## config.mk

```make
export PLATFORM = sky130hd
export DESIGN_NAME = duty_cycle_tx_limiter
export DESIGN_NICKNAME = d
export VERILOG_FILES = /design/src/hdl/dctl_pkg.sv /design/src/hdl/dctl_stack.sv /design/src/hdl/dctl_gate.sv /design/src/hdl/duty_cycle_tx_limiter.sv
export SDC_FILE = /design/constraint.sdc
export NUM_CORES = 2
export LEC_CHECK = 0
export ABC_AREA = 0
export BUFFER_PORTS_ARGS = -buffer_cell sky130_fd_sc_hd__buf_4
export CAP_MARGIN = 10
export CORE_ASPECT_RATIO = 1.75
export CORE_MARGIN = 3
export CORE_UTILIZATION = 55
export CTS_CLUSTER_DIAMETER = 80
export DETAILED_ROUTE_END_ITERATION = 8
export PLACE_DENSITY_LB_ADDON = 0.08
export SLEW_MARGIN = 20
export SYNTH_ARGS = -nofsm -noshare
export SYNTH_HDL_FRONTEND = slang
export SYNTH_HIERARCHICAL = 1
export SYNTH_SLANG_ARGS = --single-unit
```

## constraint.sdc

```tcl
create_clock -name i_clk -period 11.1 [get_ports i_clk]
set_input_delay 1.11 -clock i_clk [delete_from_list [all_inputs] [get_ports i_clk]]
set_output_delay 1.11 -clock i_clk [all_outputs]
set_load 0.02 [all_outputs]
```

## src/hdl/dctl_pkg.sv

```systemverilog
// Package for the duty-cycle transmit limiter.
// Holds item types, kind codes, register indexes and sizing constants.
// No dependencies.
package dctl_pkg;

    // Default store depth
    localparam int STACK_DEPTH_DEF = 32;

    // Register file
    localparam int CFG_INDEX_W = 2;
    localparam int CFG_DATA_W  = 32;
    localparam logic [CFG_INDEX_W-1:0] CFG_INITIAL_INTERVAL = 2'd0;
    localparam logic [CFG_INDEX_W-1:0] CFG_DUTY_FACTOR      = 2'd1;

    localparam logic [31:0] INITIAL_INTERVAL_RST = 32'd10000;
    localparam logic [7:0]  DUTY_FACTOR_RST      = 8'd100;

    // Item kinds
    localparam logic [1:0] KIND_PUSH   = 2'd0;
    localparam logic [1:0] KIND_TICK   = 2'd1;
    localparam logic [1:0] KIND_FINISH = 2'd2;

    // Input item
    typedef struct packed {
        logic [1:0]  kind;
        logic [7:0]  dest_address;
        logic [7:0]  payload_byte;
        logic [23:0] airtime_ms;
    } t_in_item;

    // Result item
    typedef struct packed {
        logic [7:0] send_address;
        logic [7:0] send_payload;
    } t_out_item;

    // One stored message: address in the high byte
    typedef struct packed {
        logic [7:0] addr;
        logic [7:0] data;
    } t_msg;

    // Stack control from the top level
    typedef struct packed {
        logic push;
        logic pop;
    } t_stack_ctl;

    // Stack status
    typedef struct packed {
        logic empty;
        logic full;
    } t_stack_sts;

    // Gate control from the top level
    typedef struct packed {
        logic tick;
        logic finish;
    } t_gate_ctl;

endpackage

```

## src/hdl/dctl_stack.sv

```systemverilog
// Last-in-first-out message store for the duty-cycle transmit limiter.
// Top entry in a register, the rest in a memory with a prefetched entry below.
// Depends on dctl_pkg.
module dctl_stack
    import dctl_pkg::*;
#(
    parameter int STACK_DEPTH = STACK_DEPTH_DEF
) (
    input  logic       i_clk,
    input  logic       i_rst_n,
    input  t_stack_ctl i_ctl,
    input  t_msg       i_msg,
    output t_msg       o_top,
    output t_stack_sts o_sts
);

    localparam int CW = $clog2(STACK_DEPTH + 1);
    localparam int AW = (STACK_DEPTH > 1) ? $clog2(STACK_DEPTH) : 1;

    t_msg           mem [STACK_DEPTH];
    t_msg           r_top, n_top;
    t_msg           r_below;
    logic [CW-1:0]  r_count, n_count;
    logic [CW-1:0]  cnt_m1, n_cnt_m2;
    logic [AW-1:0]  wr_addr, rd_addr;
    logic           empty, full, do_push, do_pop, mem_we;

    assign empty   = (r_count == '0);
    assign full    = (r_count == CW'(STACK_DEPTH));
    assign do_push = i_ctl.push && !full;
    assign do_pop  = i_ctl.pop && !empty;

    // Old top moves into memory on a push
    assign cnt_m1  = r_count - CW'(1);
    assign wr_addr = cnt_m1[AW-1:0];
    assign mem_we  = do_push && !empty;

    // Next count and top
    always_comb begin
        n_count = r_count;
        n_top   = r_top;
        if (do_push) begin
            n_count = r_count + CW'(1);
            n_top   = i_msg;
        end else if (do_pop) begin
            n_count = cnt_m1;
            n_top   = r_below;
        end
    end

    // Prefetch the entry below the next top
    assign n_cnt_m2 = n_count - CW'(2);
    assign rd_addr  = n_cnt_m2[AW-1:0];

    // Memory write
    always_ff @(posedge i_clk) begin
        if (mem_we) begin
            mem[wr_addr] <= r_top;
        end
    end

    // Registered read, bypassed on a push (read address equals write address)
    always_ff @(posedge i_clk) begin
        if (do_push) begin
            r_below <= r_top;
        end else begin
            r_below <= mem[rd_addr];
        end
    end

    // Count and top register
    always_ff @(posedge i_clk) begin
        if (!i_rst_n) begin
            r_count <= '0;
        end else begin
            r_count <= n_count;
        end
        r_top <= n_top;
    end

    assign o_top       = r_top;
    assign o_sts.empty = empty;
    assign o_sts.full  = full;

endmodule

```

## src/hdl/dctl_gate.sv

```systemverilog
// Send timing gate for the duty-cycle transmit limiter.
// Millisecond clock, busy flag, send gap and the configuration registers.
// Depends on dctl_pkg.
module dctl_gate
    import dctl_pkg::*;
(
    input  logic                   i_clk,
    input  logic                   i_rst_n,
    input  logic                   i_cfg_we,
    input  logic [CFG_INDEX_W-1:0] i_cfg_index,
    input  logic [CFG_DATA_W-1:0]  i_cfg_data,
    input  t_gate_ctl              i_ctl,
    input  logic [23:0]            i_airtime_ms,
    input  logic                   i_stack_empty,
    output logic                   o_release,
    output logic                   o_busy
);

    logic [31:0] r_now, r_last, r_start, r_gap;
    logic [7:0]  r_factor;
    logic        r_busy;
    logic [31:0] now_inc, since_last, lapse, product;

    // Release decision on a tick
    assign now_inc    = r_now + 32'd1;
    assign since_last = now_inc - r_last;
    assign o_release  = i_ctl.tick && !r_busy && !i_stack_empty && (since_last > r_gap);

    // Airtime limit on a finished transmission (24 x 8 always fits 32 bits)
    assign lapse   = r_now - r_last;
    assign product = {8'd0, i_airtime_ms} * {24'd0, r_factor};

    always_ff @(posedge i_clk) begin
        if (!i_rst_n) begin
            r_factor <= DUTY_FACTOR_RST;
            r_now    <= '0;
            r_last   <= '0;
            r_start  <= '0;
            r_gap    <= INITIAL_INTERVAL_RST;
            r_busy   <= 1'b0;
        end else begin
            // write configuration only while idle (unchecked); the initial interval loads the gap
            if (i_cfg_we) begin
                case (i_cfg_index)
                    CFG_INITIAL_INTERVAL: r_gap <= i_cfg_data;
                    CFG_DUTY_FACTOR: r_factor <= i_cfg_data[7:0];
                    default: ;
                endcase
            end
            if (i_ctl.tick) begin
                r_now <= now_inc;
                if (o_release) begin
                    r_start <= now_inc;
                    r_busy  <= 1'b1;
                end
            end
            if (i_ctl.finish) begin
                r_busy <= 1'b0;
                r_last <= r_start;
                if (product > lapse) begin
                    r_gap <= product;
                end
            end
        end
    end

    assign o_busy = r_busy;

endmodule

```

## src/hdl/duty_cycle_tx_limiter.sv

```systemverilog
// Duty-cycle transmit limiter. Accepts one item per clock with no bubbles unless the
// output stalls; an item is held in the input register, where it is decoded and
// applied to the message store and the timing gate, and a released message is loaded
// into the result register as the tick leaves the input register. The store is read
// from registers (top entry in a register, the entry below prefetched from memory),
// and the 24 x 8 airtime multiply plus 32-bit compare is combinational. The store
// needs no clearing after reset. Configuration is to be written through a plain write
// port only while the block is idle, which the block does not enforce; writing the
// initial interval also reloads the gap.
// Depends on dctl_pkg, dctl_stack, dctl_gate.
module duty_cycle_tx_limiter
    import dctl_pkg::*;
#(
    parameter int STACK_DEPTH = STACK_DEPTH_DEF
) (
    input  logic                   i_clk,
    input  logic                   i_rst_n,
    input  logic                   i_cfg_we,
    input  logic [CFG_INDEX_W-1:0] i_cfg_index,
    input  logic [CFG_DATA_W-1:0]  i_cfg_data,
    input  logic                   i_in_valid,
    output logic                   o_in_stall,
    input  t_in_item               i_in_data,
    output logic                   o_out_valid,
    input  logic                   i_out_stall,
    output t_out_item              o_out_data
);

    logic       r_in_valid;
    t_in_item   r_in;
    logic       r_out_valid;
    t_out_item  r_out;
    logic       advance, fire, release_msg, busy;
    t_stack_ctl stack_ctl;
    t_stack_sts stack_sts;
    t_gate_ctl  gate_ctl;
    t_msg       top, push_msg;

    // Item in the input register moves on when the result slot can take it
    assign advance    = !r_out_valid || !i_out_stall;
    assign fire       = r_in_valid && advance;
    assign o_in_stall = r_in_valid && !advance;

    // Decode
    assign gate_ctl.tick   = fire && (r_in.kind == KIND_TICK);
    assign gate_ctl.finish = fire && (r_in.kind == KIND_FINISH);
    assign stack_ctl.push  = fire && (r_in.kind == KIND_PUSH);
    assign stack_ctl.pop   = release_msg;
    assign push_msg.addr   = r_in.dest_address;
    assign push_msg.data   = r_in.payload_byte;

    dctl_stack #(
        .STACK_DEPTH (STACK_DEPTH)
    ) u_stack (
        .i_clk   (i_clk),
        .i_rst_n (i_rst_n),
        .i_ctl   (stack_ctl),
        .i_msg   (push_msg),
        .o_top   (top),
        .o_sts   (stack_sts)
    );

    dctl_gate u_gate (
        .i_clk         (i_clk),
        .i_rst_n       (i_rst_n),
        .i_cfg_we      (i_cfg_we),
        .i_cfg_index   (i_cfg_index),
        .i_cfg_data    (i_cfg_data),
        .i_ctl         (gate_ctl),
        .i_airtime_ms  (r_in.airtime_ms),
        .i_stack_empty (stack_sts.empty),
        .o_release     (release_msg),
        .o_busy        (busy)
    );

    // Input register
    always_ff @(posedge i_clk) begin
        if (!i_rst_n) begin
            r_in_valid <= 1'b0;
        end else if (!o_in_stall) begin
            r_in_valid <= i_in_valid;
        end
        if (!o_in_stall) begin
            r_in <= i_in_data;
        end
    end

    // Result register
    always_ff @(posedge i_clk) begin
        if (!i_rst_n) begin
            r_out_valid <= 1'b0;
        end else if (advance) begin
            r_out_valid <= release_msg;
        end
        if (release_msg) begin
            r_out.send_address <= top.addr;
            r_out.send_payload <= top.data;
        end
    end

    assign o_out_valid = r_out_valid;
    assign o_out_data  = r_out;

    // A release always leaves the gate busy
    a_release_sets_busy: assert property (@(posedge i_clk) disable iff (!i_rst_n)
        release_msg |=> busy)
        else $error("release did not set busy");

    // A release only happens on an item that actually moves on
    a_release_on_fire: assert property (@(posedge i_clk) disable iff (!i_rst_n)
        release_msg |-> fire && !busy && !stack_sts.empty)
        else $error("release without a firing tick");

    // Stall is only raised while an item is held
    a_stall_holds_item: assert property (@(posedge i_clk) disable iff (!i_rst_n)
        o_in_stall |-> r_in_valid && r_out_valid && i_out_stall)
        else $error("input stalled with nothing held");

    // A new result is only loaded from a tick
    a_result_from_tick: assert property (@(posedge i_clk) disable iff (!i_rst_n)
        (advance && release_msg) |-> (r_in.kind == KIND_TICK))
        else $error("result from a non-tick item");

endmodule

```

After elaboration in Yosys (flattened, before gate mapping)

Memory sizes are Yosys's and may differ from the RTL's.
Index checks and enable logic that the tools add are counted.

Bits in writable memories: 512
Output and inout port bits: 18
Register bits: 235
Input bits: 81
Memories: 1

Memory list:

| name        | depth | width | rd ports | clocked after memory_dff | write ports | RTL line         | source |
|---|---|---|---|---|---|---|---|
| u_stack.mem | 32    | 16    | 1        | 0                        | 1           | dctl_stack.sv:20 | `t_msg mem [STACK_DEPTH];` |

Reduce and logical (&&, ||, !) cells: 25
Order comparisons: 2
Muxes and demuxes: 11
Add/subtract/negate cells: 6
Multiply operators: 1
Bitwise operators: 1
Equality and inequality tests: 4

Operators with widths:

| cell                                              | number |
|---|---|
| 2-to-1 mux 32 bit                                 | 4 |
| > comparator 32 bit                               | 2 |
| subtractor 32 bit                                 | 2 |
| 2-to-1 mux 16 bit                                 | 3 |
| adder 32 x 1 -> 32 bit (second input constant)    | 1 |
| multiplier 24 x 8 -> 32 bit                       | 1 |
| 2-to-1 mux 6 bit                                  | 2 |
| logical AND 1 bit                                 | 11 |
| adder 6 x 1 -> 6 bit (second input constant)      | 1 |
| == test 6 bit (second input constant)             | 1 |
| logical NOT 1 bit                                 | 6 |
| logical NOT 6 bit                                 | 1 |
| subtractor 6 x 1 -> 6 bit (second input constant) | 1 |
| subtractor 5 x 2 -> 5 bit (second input constant) | 1 |
| == test 2 x 1 -> 1 bit (second input constant)    | 2 |
| logical NOT 2 bit                                 | 2 |
| AND reduction 2 bit                               | 2 |
| == test 2 bit (second input constant)             | 1 |
| 2-to-1 mux 1 bit                                  | 2 |
| nonzero test 2 bit                                | 1 |
| OR reduction 2 bit                                | 1 |
| logical OR 1 bit                                  | 1 |
| inverter 1 bit                                    | 1 |

Depth between registers and ports, before layout

An unclocked memory read counts as a cell.

Word-level depth: 13
Depth in mapped cells: 40
Depth with buffers taken out: 34

Cells and area by module

Netlist, hierarchy kept.

By module, submodules not included:

| module                | area each (um^2) | instances | cells each | seq. area each (um^2) |
|---|---|---|---|---|
| dctl_stack            | 22560.4          | 1         | 1521       | 16295.6 |
| dctl_gate             | 16213.0          | 1         | 1946       | 2742.6 |
| duty_cycle_tx_limiter | 1868.0           | 1         | 69         | 1781.7 |

Least setup slack after synthesis

No wires, ideal clock.

Path kind: register to register
From: reg u_gate.r_now[2]
To: reg u_stack/r_below[0] (netlist bit)
Cell stages (with the launch flop): 37
Path buffers: 10
Arrival: 8713 ps
Slack: 2273 ps
Clock period less this slack: 8827 ps
Path through: dfxtp_1 buf_2 nand2_1 or3b_1 buf_2 nor2_1 xor2_1 ha_1 and3_1 a221oi_2 a31oi_1 a2111oi_2 o21bai_1 a21oi_1 o21ai_1 a311o_1 ha_1 nand4_1 nor4_1 o21ai_0 a221oi_1 buf_2 buf_1 clkbuf_1 nor2_1 a211oi_1 o21ai_0 nand2_1 clkinv_1 clkbuf_1 ha_1 clkbuf_1 clkbuf_1 clkbuf_1 clkbuf_1 o211ai_1 a21o_1

Word-level cells in the longest chain between the ends: 10

RTL lines:

| element                     | RTL line                    | source |
|---|---|---|
| from (decl)                 | dctl_gate.sv:19             | `logic [31:0] r_now, r_last, r_start, r_gap;` |
| from (signal assigned)      | dctl_gate.sv:51             | `r_now <= now_inc;` |
| adder 32 x 1 -> 32 bit      | dctl_gate.sv:25             | `assign now_inc = r_now + 32'd1;` |
| named net u_gate.now_inc[9] | dctl_gate.sv:22             | `logic [31:0] now_inc, since_last, lapse, product;` |
| subtractor 32 bit           | dctl_gate.sv:26             | `assign since_last = now_inc - r_last;` |
| > comparator 32 bit         | dctl_gate.sv:27             | `assign o_release = i_ctl.tick && !r_busy && !i_stack_empty && (since_last > r_gap);` |
| logical AND 1 bit           | dctl_gate.sv:27             |  |
| named net release_msg       | duty_cycle_tx_limiter.sv:33 | `logic advance, fire, release_msg, busy;` |
| logical AND 1 bit           | dctl_stack.sv:31            | `assign do_pop = i_ctl.pop && !empty;` |
| 2-to-1 mux 6 bit            | dctl_stack.sv:45            | `end else if (do_pop) begin` |
| 2-to-1 mux 6 bit            | dctl_stack.sv:42            | `if (do_push) begin` |
| subtractor 5 x 2 -> 5 bit   | dctl_stack.sv:52            | `assign n_cnt_m2 = n_count - CW'(2);` |
| memory read (32 x 16 bit)   | -                           |  |
| 2-to-1 mux 16 bit           | dctl_stack.sv:64            | `if (do_push) begin` |
| to (signal assigned)        | dctl_stack.sv:65            | `r_below <= r_top;` |
| to (signal assigned)        | dctl_stack.sv:67            | `r_below <= mem[rd_addr];` |
| to (decl)                   | dctl_stack.sv:22            | `t_msg r_below;` |

The timed path passes the listed nets, and every way through them passes these cells.
A chain may end at the register's enable or synchronous reset.

Worst setup path in the final report

From: reg u_gate.r_now[1]
To: reg u_stack/r_below[15] (netlist bit)

The elaborated chain is that of the path after synthesis.

==> metrics <==
crit end category register; Critical Path Max Stage Delay ~0.72 ns; peak supply drop 0.167 mV; Starting Density 55.6%; Overall Global Routing Usage 29.4%; DRT Pass-1 Iters 6; global-route wire length before repair 171000 µm; FP Rows 131; hold slack 0.496 ns; slowest CP cell a211oi_1; CTS sink count 747; Layout area overhead 9.94%; final hold viol count 0; Vias/cell 6.10; largest net degree at the start of global routing 114; routed len/inst around 25 µm; Vias 27986; area of the core region around 0.073 mm²; Clk pin slew, worst setup/hold paths 0.06 ns; DR WL met3 about 5600 µm; Worst slew margin about a quarter; postcts setup bufs 0; Final Skew slightly above 0.02 ns; met2 WL post-DR slightly above 60000 µm; max layer used met5; fmax 95.5 MHz; pwr dens 155 mW/mm²; Final HPWL DP 79900 µm; Setup violations, final 0; CP Max Fanout 53; Worst-Margin Slew between 1 and 1.5 ns; antenna violations before repair 3; I/O pin total 99; Avg Cell Area, Syn 11.5 µm²; Root Buffer Master clkbuf_16; Die W between 200 and 250 µm; CTS tree done; Fillers 5869; ANT nets after route 0; Inserted Clock Buffers 69; WP data arrival 11.01 ns; Metal-1 WL approximately 38000 µm; Placer Congestion 0.919; Remaining DRCs 0; unrepaired setup endpoints after global routing false; Post-Syn Nets 3935; Synth Warn # 6; clk_lat worst skew 0.65 ns; Longest Clk Path Bufs 3; cts hold-fix bufs 0; Seq. cell area ~0.021 mm²; port bufs 98; Syn Inst Count roughly 3500; Die Y-Extent 366 µm; multi-input logic area 0.0183 mm²; Setup WS pre-CTS a little under 0.8 ns; Detailed Route WL approximately 110000 µm; number of global-route vias before repair between 20000 and 30000; Critical Path Start Type register; post-CTS sizing 0; Clock H-tree levels 3; Netlist Area Pre-Place 0.0406 mm²; setup TNS 0 ns; Final #Nets 4005; Pins Over Slew Limit 0; die area 0.0773 mm²; final setup margin 0.629 ns; Leak around 18 nW; min cycle time layout roughly 10 ns; critical path class reg -> reg; crit share post-route 94.3%; Iter 0 DRT Violations around 2100; worst hold path class reg -> reg; max-capacitance violation count 0; CP Data Required Time 11.63 ns; share of cells above drive strength 1 8.85%; status finished, final reports clean; grt ovf 0
[registers in the layout (all words and copies together) (netlist names)]
register	count
o_out_valid	1
push_msg	16
r_in_valid	1
r_in	26
u_stack/o_top	16
u_gate/r_start	32
u_gate/o_busy	1
u_stack/mem	512
u_gate/r_factor	8
u_gate/r_last	32
o_out_data	16
u_gate/r_gap	32
u_stack/r_below	16
u_gate/r_now	32
u_stack/r_count	6
[layout make-up]
type | instances | area share (%)
timing repair buffer | 168 | 2.98
inverter | 221 | 1.86
clock inverter | 40 | 0.874
tap | 931 | 2.61
antenna | 1 | 0.00560
multi-input combinational | 2397 | 41.0
sequential | 747 | 46.6
clock buffer | 86 | 4.10
[through the flow]
step                      area [µm²]  total power [mW]  instances  utilization, %
final                          44700              6.93       4591            61.1
after global routing           44700              7.25       4590            61.1
after CTS                      44700              6.99       4590            61.1
after detailed placement       42400              4.63       4464            58.1
after global placement         42400              4.60       4461            58.0
after floorplan                40600              4.14       3534               -
[worst paths after layout]
kind | start | endpoint | slack (ns) | cells after the start
worst max register to register | u_gate/r_now[1] | u_stack/r_below[15] | 0.63 | 29
worst min register to register | u_gate/r_last[21] | u_gate/r_last[21] | 0.50 | 2
worst max-delay path | u_gate/r_now[1] | u_stack/r_below[15] | 0.63 | 29
worst min-delay path | u_gate/r_last[21] | u_gate/r_last[21] | 0.50 | 2
[per-layer routing]
layer	track usage (%)	up-vias
met5	0	-
met4	20.2	2
met3	3.95	351
met2	54.5	1032
met1	30.6	13887
li1	-	12714
[critical path: cells and delay by family (launching register included)]
family | cells | cell delay, ns
compound gates | 15 | 4.73
flops | 1 | 0.48
xor+xnor | 1 | 0.25
simple gates | 7 | 2.31
buf+inv | 3 | 1.38
fa+ha+maj | 3 | 1.13
[report_power, final]
group,total (mW),internal [mW],switching [mW]
Combinational,1.53,0.581,0.946
Clock,2.35,1.29,1.06
Sequential,3.06,3.02,0.0352
Total,6.93,4.89,2.04
[cells in the final DEF (no fill, tap or decap), drive strengths merged, types with 33 or more instances in the layout]
cell type  count
nand3         64
nand4         33
nand2        422
fa           134
mux2i        291
o21ai         67
inv          222
a211oi        47
dfxtp        161
a21oi        197
ha           186
buf          168
edfxtp       586
xnor2         66
a21o          72
and3          34
xor2          78
clkbuf        86
nor2         232
and2         162
o211ai        45
No activity file was read; power rests on OpenSTA's default activity.
